**config.mk**
```make
export PLATFORM = sky130hd
export DESIGN_NAME = opd_ctrl
export DESIGN_NICKNAME = d
export VERILOG_FILES = /design/src/sv/opd_pkg.sv /design/src/sv/opd_ctrl.sv
export SDC_FILE = /design/constraint.sdc
export NUM_CORES = 1
export LEC_CHECK = 0
export BUFFER_PORTS_ARGS = -buffer_cell sky130_fd_sc_hd__buf_4
export CORE_AREA = 2 2 39 41
export CTS_BUF_LIST = sky130_fd_sc_hd__clkbuf_8
export CTS_CLUSTER_SIZE = 28
export DETAILED_ROUTE_END_ITERATION = 12
export DIE_AREA = 0 0 41 43
export PLACE_DENSITY = 0.44
export SYNTH_ARGS = -nofsm -noshare
export SYNTH_HDL_FRONTEND = slang
export SYNTH_SLANG_ARGS = --single-unit
```
**constraint.sdc**
```tcl
create_clock -name aclk -period 1.3 [get_ports aclk]
set_input_delay 0.13 -clock aclk [delete_from_list [all_inputs] [get_ports aclk]]
set_output_delay 0.13 -clock aclk [all_outputs]
set_load 0.02 [all_outputs]
```
**src/sv/opd_pkg.sv**
```systemverilog
// Shared types, constants and state encoding for the occlusion position deviation core.
`timescale 1ns / 1ps
`default_nettype none
package opd_pkg;

    localparam int MAX_WIDTH_DEF = 1024;
    localparam int MAX_HALF_DEF  = 3;
    localparam int MAX_HEIGHT    = 4096;

    localparam int POS_W  = 24;
    localparam int NRM_W  = 16;
    localparam int ROW_W  = 12;
    localparam int COL_W  = 10;
    localparam int DEV_W  = 24;
    localparam int CFG_W  = 11;
    localparam int FRAC_SHIFT = 14;

    localparam logic [DEV_W-1:0] DEV_MAX = {DEV_W{1'b1}};

    localparam logic [CFG_W-1:0] RST_IMAGE_WIDTH = 11'd640;
    localparam logic [1:0]       RST_PATCH_HALF  = 2'd1;

    localparam logic CFG_IMAGE_WIDTH = 1'b0;
    localparam logic CFG_PATCH_HALF  = 1'b1;

    typedef struct packed {
        logic signed [POS_W-1:0] pos_x;
        logic signed [POS_W-1:0] pos_y;
        logic signed [POS_W-1:0] pos_z;
        logic signed [NRM_W-1:0] norm_x;
        logic signed [NRM_W-1:0] norm_y;
        logic signed [NRM_W-1:0] norm_z;
        logic                    frame_start;
    } opd_in_t;

    typedef struct packed {
        logic [DEV_W-1:0] deviation;
        logic [ROW_W-1:0] out_row;
        logic [COL_W-1:0] out_col;
    } opd_out_t;

    typedef enum logic [3:0] {
        ST_IDLE,
        ST_CENTER,
        ST_WIN,
        ST_DRAIN,
        ST_DIFF,
        ST_MUL,
        ST_PREP,
        ST_DIV,
        ST_OUT
    } opd_state_t;

    typedef struct packed {
        logic accept;
        logic center;
        logic win;
        logic diff;
        logic mul;
        logic prep;
        logic div;
        logic load_out;
    } opd_cmd_t;

    typedef struct packed {
        logic emit;
        logic win_last;
        logic mul_last;
        logic div_last;
        logic out_free;
    } opd_status_t;

endpackage
`default_nettype wire

```
**src/sv/opd_ctrl.sv**
```systemverilog
// Sequencing state machine for the occlusion position deviation core.
`timescale 1ns / 1ps
`default_nettype none
module opd_ctrl (
    input  wire                  aclk,
    input  wire                  aresetn,
    input  wire                  s_valid,
    output logic                 s_ready,
    input  opd_pkg::opd_status_t status,
    output opd_pkg::opd_cmd_t    cmd
);
    import opd_pkg::*;

    opd_state_t state_reg;
    opd_state_t state_next;

    always_ff @(posedge aclk) begin
        if (!aresetn) begin
            state_reg <= ST_IDLE;
        end else begin
            state_reg <= state_next;
        end
    end

    always_comb begin
        state_next = state_reg;
        unique case (state_reg)
            ST_IDLE: begin
                if (s_valid && status.emit) begin
                    state_next = ST_CENTER;
                end
            end
            ST_CENTER: state_next = ST_WIN;
            ST_WIN: begin
                if (status.win_last) begin
                    state_next = ST_DRAIN;
                end
            end
            ST_DRAIN: state_next = ST_DIFF;
            ST_DIFF:  state_next = ST_MUL;
            ST_MUL: begin
                if (status.mul_last) begin
                    state_next = ST_PREP;
                end
            end
            ST_PREP: state_next = ST_DIV;
            ST_DIV: begin
                if (status.div_last) begin
                    state_next = ST_OUT;
                end
            end
            ST_OUT: begin
                if (status.out_free) begin
                    state_next = ST_IDLE;
                end
            end
            default: state_next = ST_IDLE;
        endcase
    end

    always_comb begin
        cmd     = '0;
        s_ready = 1'b0;
        unique case (state_reg)
            ST_IDLE: begin
                s_ready    = 1'b1;
                cmd.accept = s_valid;
            end
            ST_CENTER: cmd.center   = 1'b1;
            ST_WIN:    cmd.win      = 1'b1;
            ST_DRAIN:  cmd          = '0;
            ST_DIFF:   cmd.diff     = 1'b1;
            ST_MUL:    cmd.mul      = 1'b1;
            ST_PREP:   cmd.prep     = 1'b1;
            ST_DIV:    cmd.div      = 1'b1;
            ST_OUT:    cmd.load_out = status.out_free;
            default:   cmd          = '0;
        endcase
    end

endmodule
`default_nettype wire

```
==> report_table.html, run 1 <==
<table>
<tr><th>Metric</th><th>Value</th></tr>
<tr><th colspan="2">Job</th></tr>
<tr><td>Max-capacitance violation count</td><td>0</td></tr>
<tr><th colspan="2">Floorplanning</th></tr>
<tr><td>Site Rows</td><td>14</td></tr>
<tr><td>Total core area</td><td>roughly 1400 µm²</td></tr>
<tr><td>Width of the die</td><td>41 µm</td></tr>
<tr><td>Effective utilization at floorplan</td><td>0.2288</td></tr>
<tr><td>Die area</td><td>around 1800 µm²</td></tr>
<tr><td>Height of the die</td><td>~43 µm</td></tr>
<tr><td>I/O pin count</td><td>17</td></tr>
<tr><th colspan="2">Critical path</th></tr>
<tr><td>Cell class contributing the biggest share of worst-path delay</td><td>simple AND/OR/NAND/NOR gates</td></tr>
<tr><td>Number of cells traversed by the worst register-to-register path</td><td>4</td></tr>
<tr><td>Largest fanout on the critical path</td><td>4</td></tr>
<tr><td>CP startpoint kind</td><td>register</td></tr>
<tr><td>Crit path buffers/inverters</td><td>1</td></tr>
<tr><td>Worst path arrival time</td><td>between 1 and 1.5 ns</td></tr>
<tr><td>CP Capture Point</td><td>cmd[0]</td></tr>
<tr><td>Max stage delay on crit path</td><td>about 0.56 ns</td></tr>
<tr><td>Endpoint type of the worst setup path</td><td>output port</td></tr>
<tr><td>Cell type of the slowest stage on the worst timing path</td><td>or4b_4</td></tr>
<tr><td>Data required time at the worst endpoint</td><td>between 1 and 1.5 ns</td></tr>
<tr><td>Beginning of the critical path</td><td>state_reg[1]$_SDFFE_PN0P_</td></tr>
<tr><td>Slack of the worst reg-to-reg path</td><td>-0.05 ns</td></tr>
<tr><td>Worst path cell trace</td><td>or4b_4 &gt; nor2_4 &gt; buf_6</td></tr>
<tr><td>Startpoint of the worst-slack reg-to-reg timing path</td><td>state_reg[1]$_SDFFE_PN0P_</td></tr>
<tr><td>Worst reg2reg path endpoint</td><td>state_reg[3]$_SDFFE_PN0P_</td></tr>
<tr><td>Critical path class</td><td>reg2out</td></tr>
<tr><td>Number of cells on the critical path</td><td>3</td></tr>
<tr><th colspan="2">Detailed routing</th></tr>
<tr><td>Drt initial violations</td><td>5</td></tr>
<tr><td>Pre-Repair DR Iteration Count</td><td>4</td></tr>
<tr><td>Vias</td><td>between 300 and 400</td></tr>
<tr><td>Antenna viol nets, final</td><td>0</td></tr>
<tr><td>Via-per-instance ratio</td><td>4.813</td></tr>
<tr><td>Post-route DRC</td><td>0</td></tr>
<tr><td>Wire length per cell after detailed routing</td><td>11.05 µm</td></tr>
<tr><td>Total Wirelength</td><td>884 µm</td></tr>
<tr><th colspan="2">Clocking</th></tr>
<tr><td>Maximum level of the CTS H-tree</td><td>1</td></tr>
<tr><td>Clock Tree Root</td><td>clkbuf_8</td></tr>
<tr><td>Sink Count</td><td>4</td></tr>
<tr><td>Clock latency reported for the late side of the worst-skew pair</td><td>about 0.22 ns</td></tr>
<tr><td>Clock tree from TritonCTS</td><td>built</td></tr>
<tr><td>TritonCTS Buffers</td><td>3</td></tr>
<tr><td>Maximum buffer depth of the clock tree</td><td>2</td></tr>
<tr><td>Clock-pin slew of the registers on the worst-case setup and hold paths</td><td>about 0.030 ns</td></tr>
<tr><td>CTS Hold Bufs</td><td>0</td></tr>
<tr><th colspan="2">Outcome</th></tr>
<tr><td>Result of the run</td><td>complete, but fails checks</td></tr>
<tr><td>Violations in the final reports</td><td>setup timing</td></tr>
<tr><th colspan="2">Finish</th></tr>
<tr><td>Commonest non-fill, non-tap cells in the layout</td><td>buf_4, buf_6</td></tr>
<tr><td>Most common cell after layout, fill and taps aside</td><td>buf_4</td></tr>
<tr><td>Antenna diode instance count</td><td>0</td></tr>
<tr><td>Share of final-layout standard cells stronger than drive strength 1</td><td>0.7031</td></tr>
<tr><td>Count of nets after finishing</td><td>74</td></tr>
<tr><td>Synth-to-Final Area Change</td><td>104.7%</td></tr>
<tr><td>Largest register FFs</td><td>4</td></tr>
<tr><td>Final cell count without fillers</td><td>80</td></tr>
<tr><th colspan="2">Placement</th></tr>
<tr><td>Placer Congestion</td><td>approximately 0.72</td></tr>
<tr><td>Worst Setup Slack post-DPL</td><td>slightly below 0.07 ns</td></tr>
<tr><td>Half-perimeter wire length of the detailed placement result</td><td>about 650 µm</td></tr>
<tr><td>Total of buffers placed on input and output ports</td><td>16</td></tr>
<tr><td>Number of instances in the placed design</td><td>73</td></tr>
<tr><th colspan="2">GRT</th></tr>
<tr><td>Pin count of the biggest net entering global routing</td><td>10</td></tr>
<tr><td>First-pass GRT wire length</td><td>between 1 and 1.5 mm</td></tr>
<tr><td>Aggregate global routing overflow</td><td>0</td></tr>
<tr><td>Antenna violations before repair</td><td>0</td></tr>
<tr><td>Combined global-route utilization of all metal layers</td><td>0.1186</td></tr>
<tr><td>Via count of the first global-routing pass</td><td>351</td></tr>
<tr><th colspan="2">STA</th></tr>
<tr><td>Period utilisation layout</td><td>1.109</td></tr>
<tr><td>Final setup vio count</td><td>5</td></tr>
<tr><td>Minimum period implied by the final worst setup slack</td><td>1.441 ns</td></tr>
<tr><td>Transition time at the pin with the least slew margin</td><td>around 0.3 ns</td></tr>
<tr><td>Smallest setup slack after layout</td><td>-0.1414 ns</td></tr>
<tr><td>Maximum achievable frequency</td><td>between 600 and 700 MHz</td></tr>
<tr><td>Setup clock skew after layout</td><td>around 0.0026 ns</td></tr>
<tr><td>Final hold vios</td><td>0</td></tr>
<tr><td>Unrepaired setup endpoints after global routing</td><td>yes</td></tr>
<tr><td>Sum of negative setup slack</td><td>-0.3070 ns</td></tr>
<tr><td>Max-slew headroom at the worst pin</td><td>0.7991</td></tr>
<tr><td>Max-slew violation total from the final report</td><td>0</td></tr>
<tr><th colspan="2">Synthesis</th></tr>
<tr><td>Total nets after synthesis</td><td>46</td></tr>
<tr><td>Number of instances in the synthesized netlist</td><td>38</td></tr>
<tr><td>Warnings from Yosys</td><td>0</td></tr>
<tr><td>Post-synth design cell area</td><td>around 320 µm²</td></tr>
<tr><td>Mean cell area of the mapped netlist</td><td>8.330 µm²</td></tr>
<tr><td>Distinct cell type count of the synthesized netlist</td><td>23</td></tr>
<tr><td>Sequential fraction of the synthesis area</td><td>0.2530</td></tr>
<tr><td>Register bit total from synthesis</td><td>4</td></tr>
<tr><th colspan="2">Pwr</th></tr>
<tr><td>P_leak</td><td>approximately 0.00028 µW</td></tr>
<tr><td>Worst IR drop on VDD</td><td>around 0.00080 V</td></tr>
<tr><td>Cell Pwr Density</td><td>approximately 880 nW/µm²</td></tr>
<tr><th colspan="2">Min path</th></tr>
<tr><td>Hold Path Class</td><td>in2reg</td></tr>
<tr><td>Source of the worst hold timing path</td><td>aresetn</td></tr>
</table>
[report_power, final]
| part | internal, µW | switching, µW |
|---|---|---|
| clock network | 197 | 62.3 |
| registers | 131 | 6.89 |
| logic | 97.2 | 72.7 |
[kinds of logic after synthesis]
family	count (synthesis)	synth area share
and+or+nand+nor	21	0.4269
AOI/OAI and AO/OA	8	0.2095
buffers and inverters	5	0.1106
DFF	4	0.2530
[how the worst min path moves through the flow]
stage | to | slack (ns) | cells past startpoint
after floorplan | state_reg[0]$_SDFFE_PN0P_ | 0.25 | 1
after global placement | state_reg[0]$_SDFFE_PN0P_ | 0.37 | 2
after detailed placement | state_reg[0]$_SDFFE_PN0P_ | 0.36 | 2
after CTS | state_reg[0]$_SDFFE_PN0P_ | 0.14 | 2
after global routing | state_reg[0]$_SDFFE_PN0P_ | 0.16 | 2
final | state_reg[0]$_SDFFE_PN0P_ | 0.14 | 2
[through the flow]
step | util | total power, µW | hold WS [ns] | cell area (µm²)
5_1_grt | 0.4684 | 598.2 | 0.1563 | 648.1
3_3_place_gp | 0.3626 | 266.6 | 0.3720 | 501.7
6_report | 0.4684 | 567.2 | 0.1430 | 648.1
3_5_place_dp | 0.3626 | 265.3 | 0.3624 | 501.7
2_1_floorplan | - | 210.1 | 0.2477 | 340.3
4_1_cts | 0.4141 | 539.8 | 0.1413 | 573.1
[final cells by class]
class	count	area [µm²]
sequential	4	83.83
clock buffer	3	41.29
multi-input combinational	29	266.5
tap	16	20.02
timing repair buffer	27	232.7
inverter	1	3.754
fill	137	735.7
[per-layer routing]
metal	up-vias	GRT usage	share of wire	wire length [µm]
li1	194	-	-	-
met1	180	0.1419	0.42	371
met2	11	0.1750	0.51	451
met3	0	0.07853	0.069	61
met4	0	0.02000	0	0
met5	-	0	0	0
[cells in the mapped netlist, drive strengths merged]
master | number | area [µm²]
nand2b | 5 | 31.28
buf | 4 | 31.27
dfxtp | 4 | 80.08
nor3 | 4 | 20.02
a21oi | 3 | 15.01
nor2 | 3 | 11.26
a2111oi | 1 | 15.01
a211oi | 1 | 7.510
a311oi | 1 | 8.760
and2 | 1 | 6.260
and3b | 1 | 8.760
and4 | 1 | 8.760
inv | 1 | 3.750
nand2 | 1 | 6.260
nand3b | 1 | 7.510
nor2b | 1 | 6.260
nor4 | 1 | 6.260
nor4b | 1 | 8.760
o21a | 1 | 7.510
o22ai | 1 | 12.51
or4b | 1 | 13.76
[what timing repair did]
item	CTS	global route
setup endpoints to repair	6	8
pin swaps	2	3
setup buffers	1	3
gates resized for setup	6	12
(Power assumes the default switching activity.)
==> run 2: changes to the inputs <==
BUFFER_PORTS_ARGS = -buffer_cell sky130_fd_sc_hd__buf_2   (was -buffer_cell sky130_fd_sc_hd__buf_4)
==> run 2 against run 1 <==
The run still ends with setup timing left. Worst hold slack gained 0.0044 ns. First-iteration DRC count down 40%. Die area did not move. Clock-buffer cell count is the same. Register-to-register slack about the same. Sequential power about the same. Total power fell by 5.2%. Fmax rose by 0.79%. Sequential cell count stayed put. Clock power is essentially flat.
==> report_table.html, run 2 (synthesis gave the netlist of run 1 again) <==
<table>
<tr><th>Metric</th><th>Value</th></tr>
<tr><th colspan="2">Placement</th></tr>
<tr><td>Standard cell area after detailed placement</td><td>461.7 µm² (-8.0%)</td></tr>
<tr><td>Placer Congestion</td><td>0.6987 (-3.2%)</td></tr>
<tr><td>Worst Setup Slack post-DPL</td><td>0.04560 ns (-0.02301 ns)</td></tr>
<tr><td>Half-perimeter wire length of the detailed placement result</td><td>664.2 µm (+2.6%)</td></tr>
<tr><td>Total of buffers placed on input and output ports</td><td>16 (unchanged)</td></tr>
<tr><th colspan="2">Floorplanning</th></tr>
<tr><td>Site Rows</td><td>14 (unchanged)</td></tr>
<tr><td>Die area</td><td>1763 µm² (unchanged)</td></tr>
<tr><td>Total core area</td><td>1384 µm² (unchanged)</td></tr>
<tr><td>Width of the die</td><td>41 µm (unchanged)</td></tr>
<tr><td>Height of the die</td><td>43 µm (unchanged)</td></tr>
<tr><td>Effective utilization at floorplan</td><td>0.2288 (unchanged)</td></tr>
<tr><td>I/O pin count</td><td>17 (unchanged)</td></tr>
<tr><th colspan="2">Min path</th></tr>
<tr><td>Hold Path Class</td><td>in2reg</td></tr>
<tr><th colspan="2">Clocking</th></tr>
<tr><td>Clock tree from TritonCTS</td><td>built</td></tr>
<tr><td>Clock-pin slew of the registers on the worst-case setup and hold paths</td><td>0.03 ns (about the same)</td></tr>
<tr><td>Sink Count</td><td>4 (unchanged)</td></tr>
<tr><td>Maximum level of the CTS H-tree</td><td>1 (unchanged)</td></tr>
<tr><td>TritonCTS Buffers</td><td>3 (unchanged)</td></tr>
<tr><td>CTS Hold Bufs</td><td>0 (unchanged)</td></tr>
<tr><td>Maximum buffer depth of the clock tree</td><td>2 (unchanged)</td></tr>
<tr><td>Clock latency reported for the late side of the worst-skew pair</td><td>0.21 ns (about the same)</td></tr>
<tr><td>Clock Tree Root</td><td>clkbuf_8</td></tr>
<tr><th colspan="2">Critical path</th></tr>
<tr><td>Max stage delay on crit path</td><td>0.55 ns (about the same)</td></tr>
<tr><td>Critical path class</td><td>reg2out</td></tr>
<tr><td>CP startpoint kind</td><td>register</td></tr>
<tr><td>Crit path buffers/inverters</td><td>1 (unchanged)</td></tr>
<tr><td>Cell class contributing the biggest share of worst-path delay</td><td>simple AND/OR/NAND/NOR gates</td></tr>
<tr><td>Data required time at the worst endpoint</td><td>1.17 ns (about the same)</td></tr>
<tr><td>Endpoint type of the worst setup path</td><td>output port</td></tr>
<tr><td>Worst path arrival time</td><td>1.30 ns (about the same)</td></tr>
<tr><td>Worst path cell trace</td><td>or4b_4 &gt; nor2_4 &gt; buf_6</td></tr>
<tr><td>Cell type of the slowest stage on the worst timing path</td><td>or4b_4</td></tr>
<tr><td>Largest fanout on the critical path</td><td>3 (-1)</td></tr>
<tr><th colspan="2">Finish</th></tr>
<tr><td>Commonest non-fill, non-tap cells in the layout</td><td>buf_4, buf_2, buf_6</td></tr>
<tr><td>Fin area</td><td>593.1 µm² (-8.5%)</td></tr>
<tr><td>Share of final-layout standard cells stronger than drive strength 1</td><td>0.6935 (-0.009577)</td></tr>
<tr><td>Largest register FFs</td><td>4 (unchanged)</td></tr>
<tr><td>Synth-to-Final Area Change</td><td>87.35%</td></tr>
<tr><td>Count of nets after finishing</td><td>72 (-2.7%)</td></tr>
<tr><td>Core utilization of the finished layout</td><td>0.4286 (-0.03978)</td></tr>
<tr><td>Antenna diode instance count</td><td>0 (unchanged)</td></tr>
<tr><td>Most common cell after layout, fill and taps aside</td><td>buf_4</td></tr>
<tr><th colspan="2">STA</th></tr>
<tr><td>Final hold vios</td><td>0 (unchanged)</td></tr>
<tr><td>Max-slew headroom at the worst pin</td><td>0.8012 (+0.002103)</td></tr>
<tr><td>Setup clock skew after layout</td><td>0.001175 ns (-0.001436 ns)</td></tr>
<tr><td>Unrepaired setup endpoints after global routing</td><td>yes</td></tr>
<tr><td>Sum of negative setup slack</td><td>-0.2735 ns (+0.03349 ns)</td></tr>
<tr><td>Transition time at the pin with the least slew margin</td><td>0.2976 ns (-0.003148 ns)</td></tr>
<tr><td>Final setup vio count</td><td>4 (-1)</td></tr>
<tr><td>Max-slew violation total from the final report</td><td>0 (unchanged)</td></tr>
<tr><td>Maximum achievable frequency</td><td>699.3 MHz (+0.79%)</td></tr>
<tr><td>Minimum hold slack</td><td>0.1474 ns (+0.004387 ns)</td></tr>
<tr><td>Minimum period implied by the final worst setup slack</td><td>1.430 ns (-0.01134 ns)</td></tr>
<tr><td>Smallest setup slack after layout</td><td>-0.1300 ns (+0.01134 ns)</td></tr>
<tr><td>Period utilisation layout</td><td>1.100 (-0.008719)</td></tr>
<tr><th colspan="2">Detailed routing</th></tr>
<tr><td>Pre-Repair DR Iteration Count</td><td>3 (-1)</td></tr>
<tr><td>Drt initial violations</td><td>3 (-2)</td></tr>
<tr><td>Post-route DRC</td><td>0 (unchanged)</td></tr>
<tr><td>Wire length per cell after detailed routing</td><td>11.36 µm (+2.8%)</td></tr>
<tr><td>Vias</td><td>359 (-6.8%)</td></tr>
<tr><td>Via-per-instance ratio</td><td>4.603 (-4.4%)</td></tr>
<tr><td>Antenna viol nets, final</td><td>0 (unchanged)</td></tr>
<tr><td>Total Wirelength</td><td>886 µm (+0.23%)</td></tr>
<tr><th colspan="2">GRT</th></tr>
<tr><td>Met2 Track Usage GR</td><td>0.1875 (+0.01250)</td></tr>
<tr><td>Antenna violations before repair</td><td>0 (unchanged)</td></tr>
<tr><td>Most heavily used metal layer in global routing</td><td>met2</td></tr>
<tr><td>Global routing met1 resource utilization</td><td>0.1511 (+0.009190)</td></tr>
<tr><td>Combined global-route utilization of all metal layers</td><td>0.1255 (+0.006909)</td></tr>
<tr><td>Via count of the first global-routing pass</td><td>358 (+2.0%)</td></tr>
<tr><td>GR met3 Demand/Resource</td><td>0.06283 (-0.01571)</td></tr>
<tr><td>First-pass GRT wire length</td><td>1.455 mm (+4.5%)</td></tr>
<tr><td>Pin count of the biggest net entering global routing</td><td>10 (unchanged)</td></tr>
<tr><td>Aggregate global routing overflow</td><td>0 (unchanged)</td></tr>
<tr><th colspan="2">Pwr</th></tr>
<tr><td>P_leak</td><td>0.0002514 µW (-11%)</td></tr>
<tr><td>Cell Pwr Density</td><td>906.9 nW/µm² (+3.6%)</td></tr>
<tr><td>Worst IR drop on VDD</td><td>0.0007490 V (-6.5%)</td></tr>
<tr><th colspan="2">Outcome</th></tr>
<tr><td>Result of the run</td><td>complete, but fails checks</td></tr>
<tr><td>Violations in the final reports</td><td>setup timing</td></tr>
<tr><th colspan="2">Job</th></tr>
<tr><td>Max-capacitance violation count</td><td>0 (unchanged)</td></tr>
</table>
run 2: report_power, final:
part | switching (µW) | leakage (µW) | internal (µW)
registers | 6.66 | 0.0000341 | 130
clock network | 61.8 | 0.0000216 | 197
logic | 71.6 | 0.000196 | 70.4
run 2: worst reg2reg max path: stages (launching register included):
cell	delay [ns]
dfxtp_2	0.32
or4b_4	0.55
buf_4	0.15
o22ai_2	0.09
and3b_1	0.16
run 2: area by class of cell:
| cell class | instances | area [µm²] |
|---|---|---|
| well taps | 16 | 20.02 |
| inverters | 1 | 3.754 |
| repair buffers | 25 | 180.2 |
| clock buffers | 3 | 41.29 |
| multi-input cells | 29 | 261.5 |
| flip-flops and latches | 4 | 86.33 |
| fillers | 137 | 790.8 |
run 2: per-layer routing:
metal,vias up,share of wire
met3,0,0.062
met4,0,0
li1,185,-
met5,-,0
met2,10,0.46
met1,164,0.48
run 2: metrics by stage:
step	total power, µW	std cells
2_1_floorplan	210.1	38
3_3_place_gp	252.3	73
3_5_place_dp	251.4	73
4_1_cts	532.8	77
5_1_grt	568.9	78
6_report	537.9	78
run 2: what timing repair did:
| action | 4_1_cts | 5_1_grt |
|---|---|---|
| endpoints found under the setup margin | 7 | 9 |
| resized for setup | 11 | 11 |
| setup buffers | 1 | 1 |
| pin swaps | 1 | 0 |
run 2: worst paths after layout:
path	startpoint	to	slack (ns)	cells after the start
min reg2reg	state_reg[1]$_SDFFE_PN0P_	state_reg[1]$_SDFFE_PN0P_	0.61	2
min	aresetn	state_reg[0]$_SDFFE_PN0P_	0.15	2
max	state_reg[0]$_SDFFE_PN0P_	cmd[0]	-0.13	3
max reg2reg	state_reg[0]$_SDFFE_PN0P_	state_reg[3]$_SDFFE_PN0P_	-0.04	4
==> run 3: changes to the inputs <==
clock period = 1.5 ns   (was 1.3 ns; I/O delays follow)
==> run 3 against run 2 <==
The flow now finishes without violations. Critical path depth is the same. Clock power shrank 15%. Clock skew is essentially flat. Worst hold slack gained 0.027 ns. Final area shrank 17%. Setup slack gained 0.17 ns. Clock-buffer cell count is the same.
==> report_table.html, run 3 (synthesis gave the netlist of run 1 again) <==
<table>
<tr><th>Metric</th><th>Value</th></tr>
<tr><th colspan="2">Outcome</th></tr>
<tr><td>Result of the run</td><td>finished, final reports clean</td></tr>
<tr><th colspan="2">Finish</th></tr>
<tr><td>Synth-to-Final Area Change</td><td>55.73%</td></tr>
<tr><td>Storage element area</td><td>85.08 µm² (-1.4%)</td></tr>
<tr><td>Layout filler cell count</td><td>153 (+12%)</td></tr>
<tr><td>Most common cell after layout, fill and taps aside</td><td>buf_2</td></tr>
<tr><td>Antenna diode instance count</td><td>0 (unchanged)</td></tr>
<tr><td>Commonest non-fill, non-tap cells in the layout</td><td>buf_2, nand2b_1, buf_4</td></tr>
<tr><td>Multi-input gate area</td><td>224.0 µm² (-14%)</td></tr>
<tr><td>Largest register FFs</td><td>4 (unchanged)</td></tr>
<tr><td>Count of nets after finishing</td><td>67 (-6.9%)</td></tr>
<tr><td>Share of final-layout standard cells stronger than drive strength 1</td><td>0.5789 (-0.1146)</td></tr>
<tr><th colspan="2">Min path</th></tr>
<tr><td>Hold Path Depth</td><td>2 (unchanged)</td></tr>
<tr><td>Hold Path Class</td><td>in2reg</td></tr>
<tr><th colspan="2">Detailed routing</th></tr>
<tr><td>Vias</td><td>340 (-5.3%)</td></tr>
<tr><td>Post-route DRC</td><td>0 (unchanged)</td></tr>
<tr><td>Antenna viol nets, final</td><td>0 (unchanged)</td></tr>
<tr><td>Drt initial violations</td><td>3 (unchanged)</td></tr>
<tr><td>Wire length per cell after detailed routing</td><td>10.84 µm (-4.6%)</td></tr>
<tr><td>Via-per-instance ratio</td><td>4.658 (+1.2%)</td></tr>
<tr><td>Total Wirelength</td><td>791 µm (-11%)</td></tr>
<tr><td>Pre-Repair DR Iteration Count</td><td>2 (-1)</td></tr>
<tr><th colspan="2">Pwr</th></tr>
<tr><td>Worst IR drop on VDD</td><td>0.0003717 V (-50%)</td></tr>
<tr><td>Cell Pwr Density</td><td>881.3 nW/µm² (-2.8%)</td></tr>
<tr><td>P_leak</td><td>0.0002183 µW (-13%)</td></tr>
<tr><th colspan="2">Job</th></tr>
<tr><td>Max-capacitance violation count</td><td>0 (unchanged)</td></tr>
<tr><th colspan="2">GRT</th></tr>
<tr><td>Pin count of the biggest net entering global routing</td><td>10 (unchanged)</td></tr>
<tr><td>Combined global-route utilization of all metal layers</td><td>0.1043 (-0.02119)</td></tr>
<tr><td>Aggregate global routing overflow</td><td>0 (unchanged)</td></tr>
<tr><td>Via count of the first global-routing pass</td><td>290 (-19%)</td></tr>
<tr><td>Antenna violations before repair</td><td>0 (unchanged)</td></tr>
<tr><td>First-pass GRT wire length</td><td>1.242 mm (-15%)</td></tr>
<tr><th colspan="2">Placement</th></tr>
<tr><td>Worst Setup Slack post-DPL</td><td>0.1880 ns (+0.1424 ns)</td></tr>
<tr><td>Placer Congestion</td><td>0.6802 (-2.6%)</td></tr>
<tr><td>Half-perimeter wire length of the detailed placement result</td><td>628.6 µm (-5.4%)</td></tr>
<tr><td>Total of buffers placed on input and output ports</td><td>16 (unchanged)</td></tr>
<tr><th colspan="2">Critical path</th></tr>
<tr><td>Number of cells traversed by the worst register-to-register path</td><td>3 (-1)</td></tr>
<tr><td>Endpoint type of the worst setup path</td><td>output port</td></tr>
<tr><td>Worst path arrival time</td><td>1.31 ns (about the same)</td></tr>
<tr><td>Worst path cell trace</td><td>or4b_4 &gt; nor2_4 &gt; buf_6</td></tr>
<tr><td>Critical path class</td><td>reg2out</td></tr>
<tr><td>Largest fanout on the critical path</td><td>7 (+4)</td></tr>
<tr><td>Data required time at the worst endpoint</td><td>1.35 ns (+0.18 ns)</td></tr>
<tr><td>Cell type of the slowest stage on the worst timing path</td><td>or4b_4</td></tr>
<tr><td>CP startpoint kind</td><td>register</td></tr>
<tr><td>Max stage delay on crit path</td><td>0.55 ns (about the same)</td></tr>
<tr><th colspan="2">Floorplanning</th></tr>
<tr><td>Total core area</td><td>1384 µm² (unchanged)</td></tr>
<tr><td>I/O pin count</td><td>17 (unchanged)</td></tr>
<tr><td>Width of the die</td><td>41 µm (unchanged)</td></tr>
<tr><td>Effective utilization at floorplan</td><td>0.2288 (unchanged)</td></tr>
<tr><td>Die area</td><td>1763 µm² (unchanged)</td></tr>
<tr><td>Height of the die</td><td>43 µm (unchanged)</td></tr>
<tr><td>Site Rows</td><td>14 (unchanged)</td></tr>
<tr><th colspan="2">Clocking</th></tr>
<tr><td>Clock latency reported for the late side of the worst-skew pair</td><td>0.21 ns (about the same)</td></tr>
<tr><td>Sink Count</td><td>4 (unchanged)</td></tr>
<tr><td>Maximum buffer depth of the clock tree</td><td>2 (unchanged)</td></tr>
<tr><td>Post-CTS setup buffer count</td><td>0 (-1)</td></tr>
<tr><td>Clock Tree Root</td><td>clkbuf_8</td></tr>
<tr><td>Clock tree from TritonCTS</td><td>built</td></tr>
<tr><td>TritonCTS Buffers</td><td>3 (unchanged)</td></tr>
<tr><td>CTS Hold Bufs</td><td>0 (unchanged)</td></tr>
<tr><td>Maximum level of the CTS H-tree</td><td>1 (unchanged)</td></tr>
<tr><td>Clock-pin slew of the registers on the worst-case setup and hold paths</td><td>0.03 ns (about the same)</td></tr>
<tr><th colspan="2">STA</th></tr>
<tr><td>Smallest setup slack after layout</td><td>0.03714 ns (+0.1672 ns)</td></tr>
<tr><td>Setup clock skew after layout</td><td>0.001522 ns (+0.0003466 ns)</td></tr>
<tr><td>Period utilisation layout</td><td>0.9752</td></tr>
<tr><td>Sum of negative setup slack</td><td>0 ns (+0.2735 ns)</td></tr>
<tr><td>Unrepaired setup endpoints after global routing</td><td>yes</td></tr>
<tr><td>Maximum achievable frequency</td><td>~680 MHz</td></tr>
<tr><td>Max-slew headroom at the worst pin</td><td>0.7904 (-0.01082)</td></tr>
<tr><td>Final setup vio count</td><td>0 (-4)</td></tr>
<tr><td>Minimum period implied by the final worst setup slack</td><td>between 1 and 1.5 ns</td></tr>
<tr><td>Transition time at the pin with the least slew margin</td><td>0.3138 ns (+0.01619 ns)</td></tr>
<tr><td>Final hold vios</td><td>0 (unchanged)</td></tr>
<tr><td>Max-slew violation total from the final report</td><td>0 (unchanged)</td></tr>
</table>
run 3: cell types whose count changed in the layout (fill, tap and decap cells not counted), sizes merged:
cell / previous run / this run
buf: 25 / 20
run 3: layer usage:
metal	part of all wire	GRT usage	vias to the layer above
li1	-	-	180
met1	0.41	0.1250	148
met2	0.52	0.1656	12
met3	0.066	0.04712	0
met4	0	0.02000	0
met5	0	0	-
run 3: area by class of cell:
type                            instances  share of cell area
Multi-Input combinational cell         29              0.4543
Timing Repair Buffer                   20              0.2411
Sequential cell                         4              0.1726
Clock buffer                            3             0.08376
Tap cell                               16             0.04061
Inverter                                1            0.007614
run 3: through the flow:
step | cell area (µm²) | power (µW) | cells | hold slack (ns) | util
detailed placement | 430.4 | 213.0 | 70 | 0.3951 | 0.3110
CTS | 475.5 | 441.3 | 73 | 0.1731 | 0.3436
floorplan | 331.6 | 180.6 | 38 | 0.2677 | -
global placement | 430.4 | 213.1 | 70 | 0.3949 | 0.3110
global route | 493.0 | 459.6 | 73 | 0.1847 | 0.3562
finish | 493.0 | 434.5 | 73 | 0.1745 | 0.3562
run 3: path summary, 6_finish.rpt:
kind | to | slack, ns | startpoint
min | state_reg[0]$_SDFFE_PN0P_ | 0.17 | aresetn
max reg2reg | state_reg[3]$_SDFFE_PN0P_ | 0.27 | state_reg[1]$_SDFFE_PN0P_
min reg2reg | state_reg[2]$_SDFFE_PN0P_ | 0.56 | state_reg[1]$_SDFFE_PN0P_
max | cmd[0] | 0.04 | state_reg[1]$_SDFFE_PN0P_
run 3: timing repair:
| action | CTS | global route |
|---|---|---|
| setup endpoints to repair | 1 | 2 |
| gates resized for setup | 2 | 7 |
| pin swaps | 0 | 1 |
run 3: power breakdown:
part	internal [µW]	switching (µW)	leakage, µW
clock	171	50.0	0.0000216
sequential	113	7.94	0.0000344
combinational	42.5	50.0	0.000162
run 3: worst max-delay path, delay by kind of cell, from the launching register on:
| kind | cells | cell delay (ns) |
|---|---|---|
| flops | 1 | 0.34 |
| simple gates | 2 | 0.65 |
| buf+inv | 1 | 0.12 |
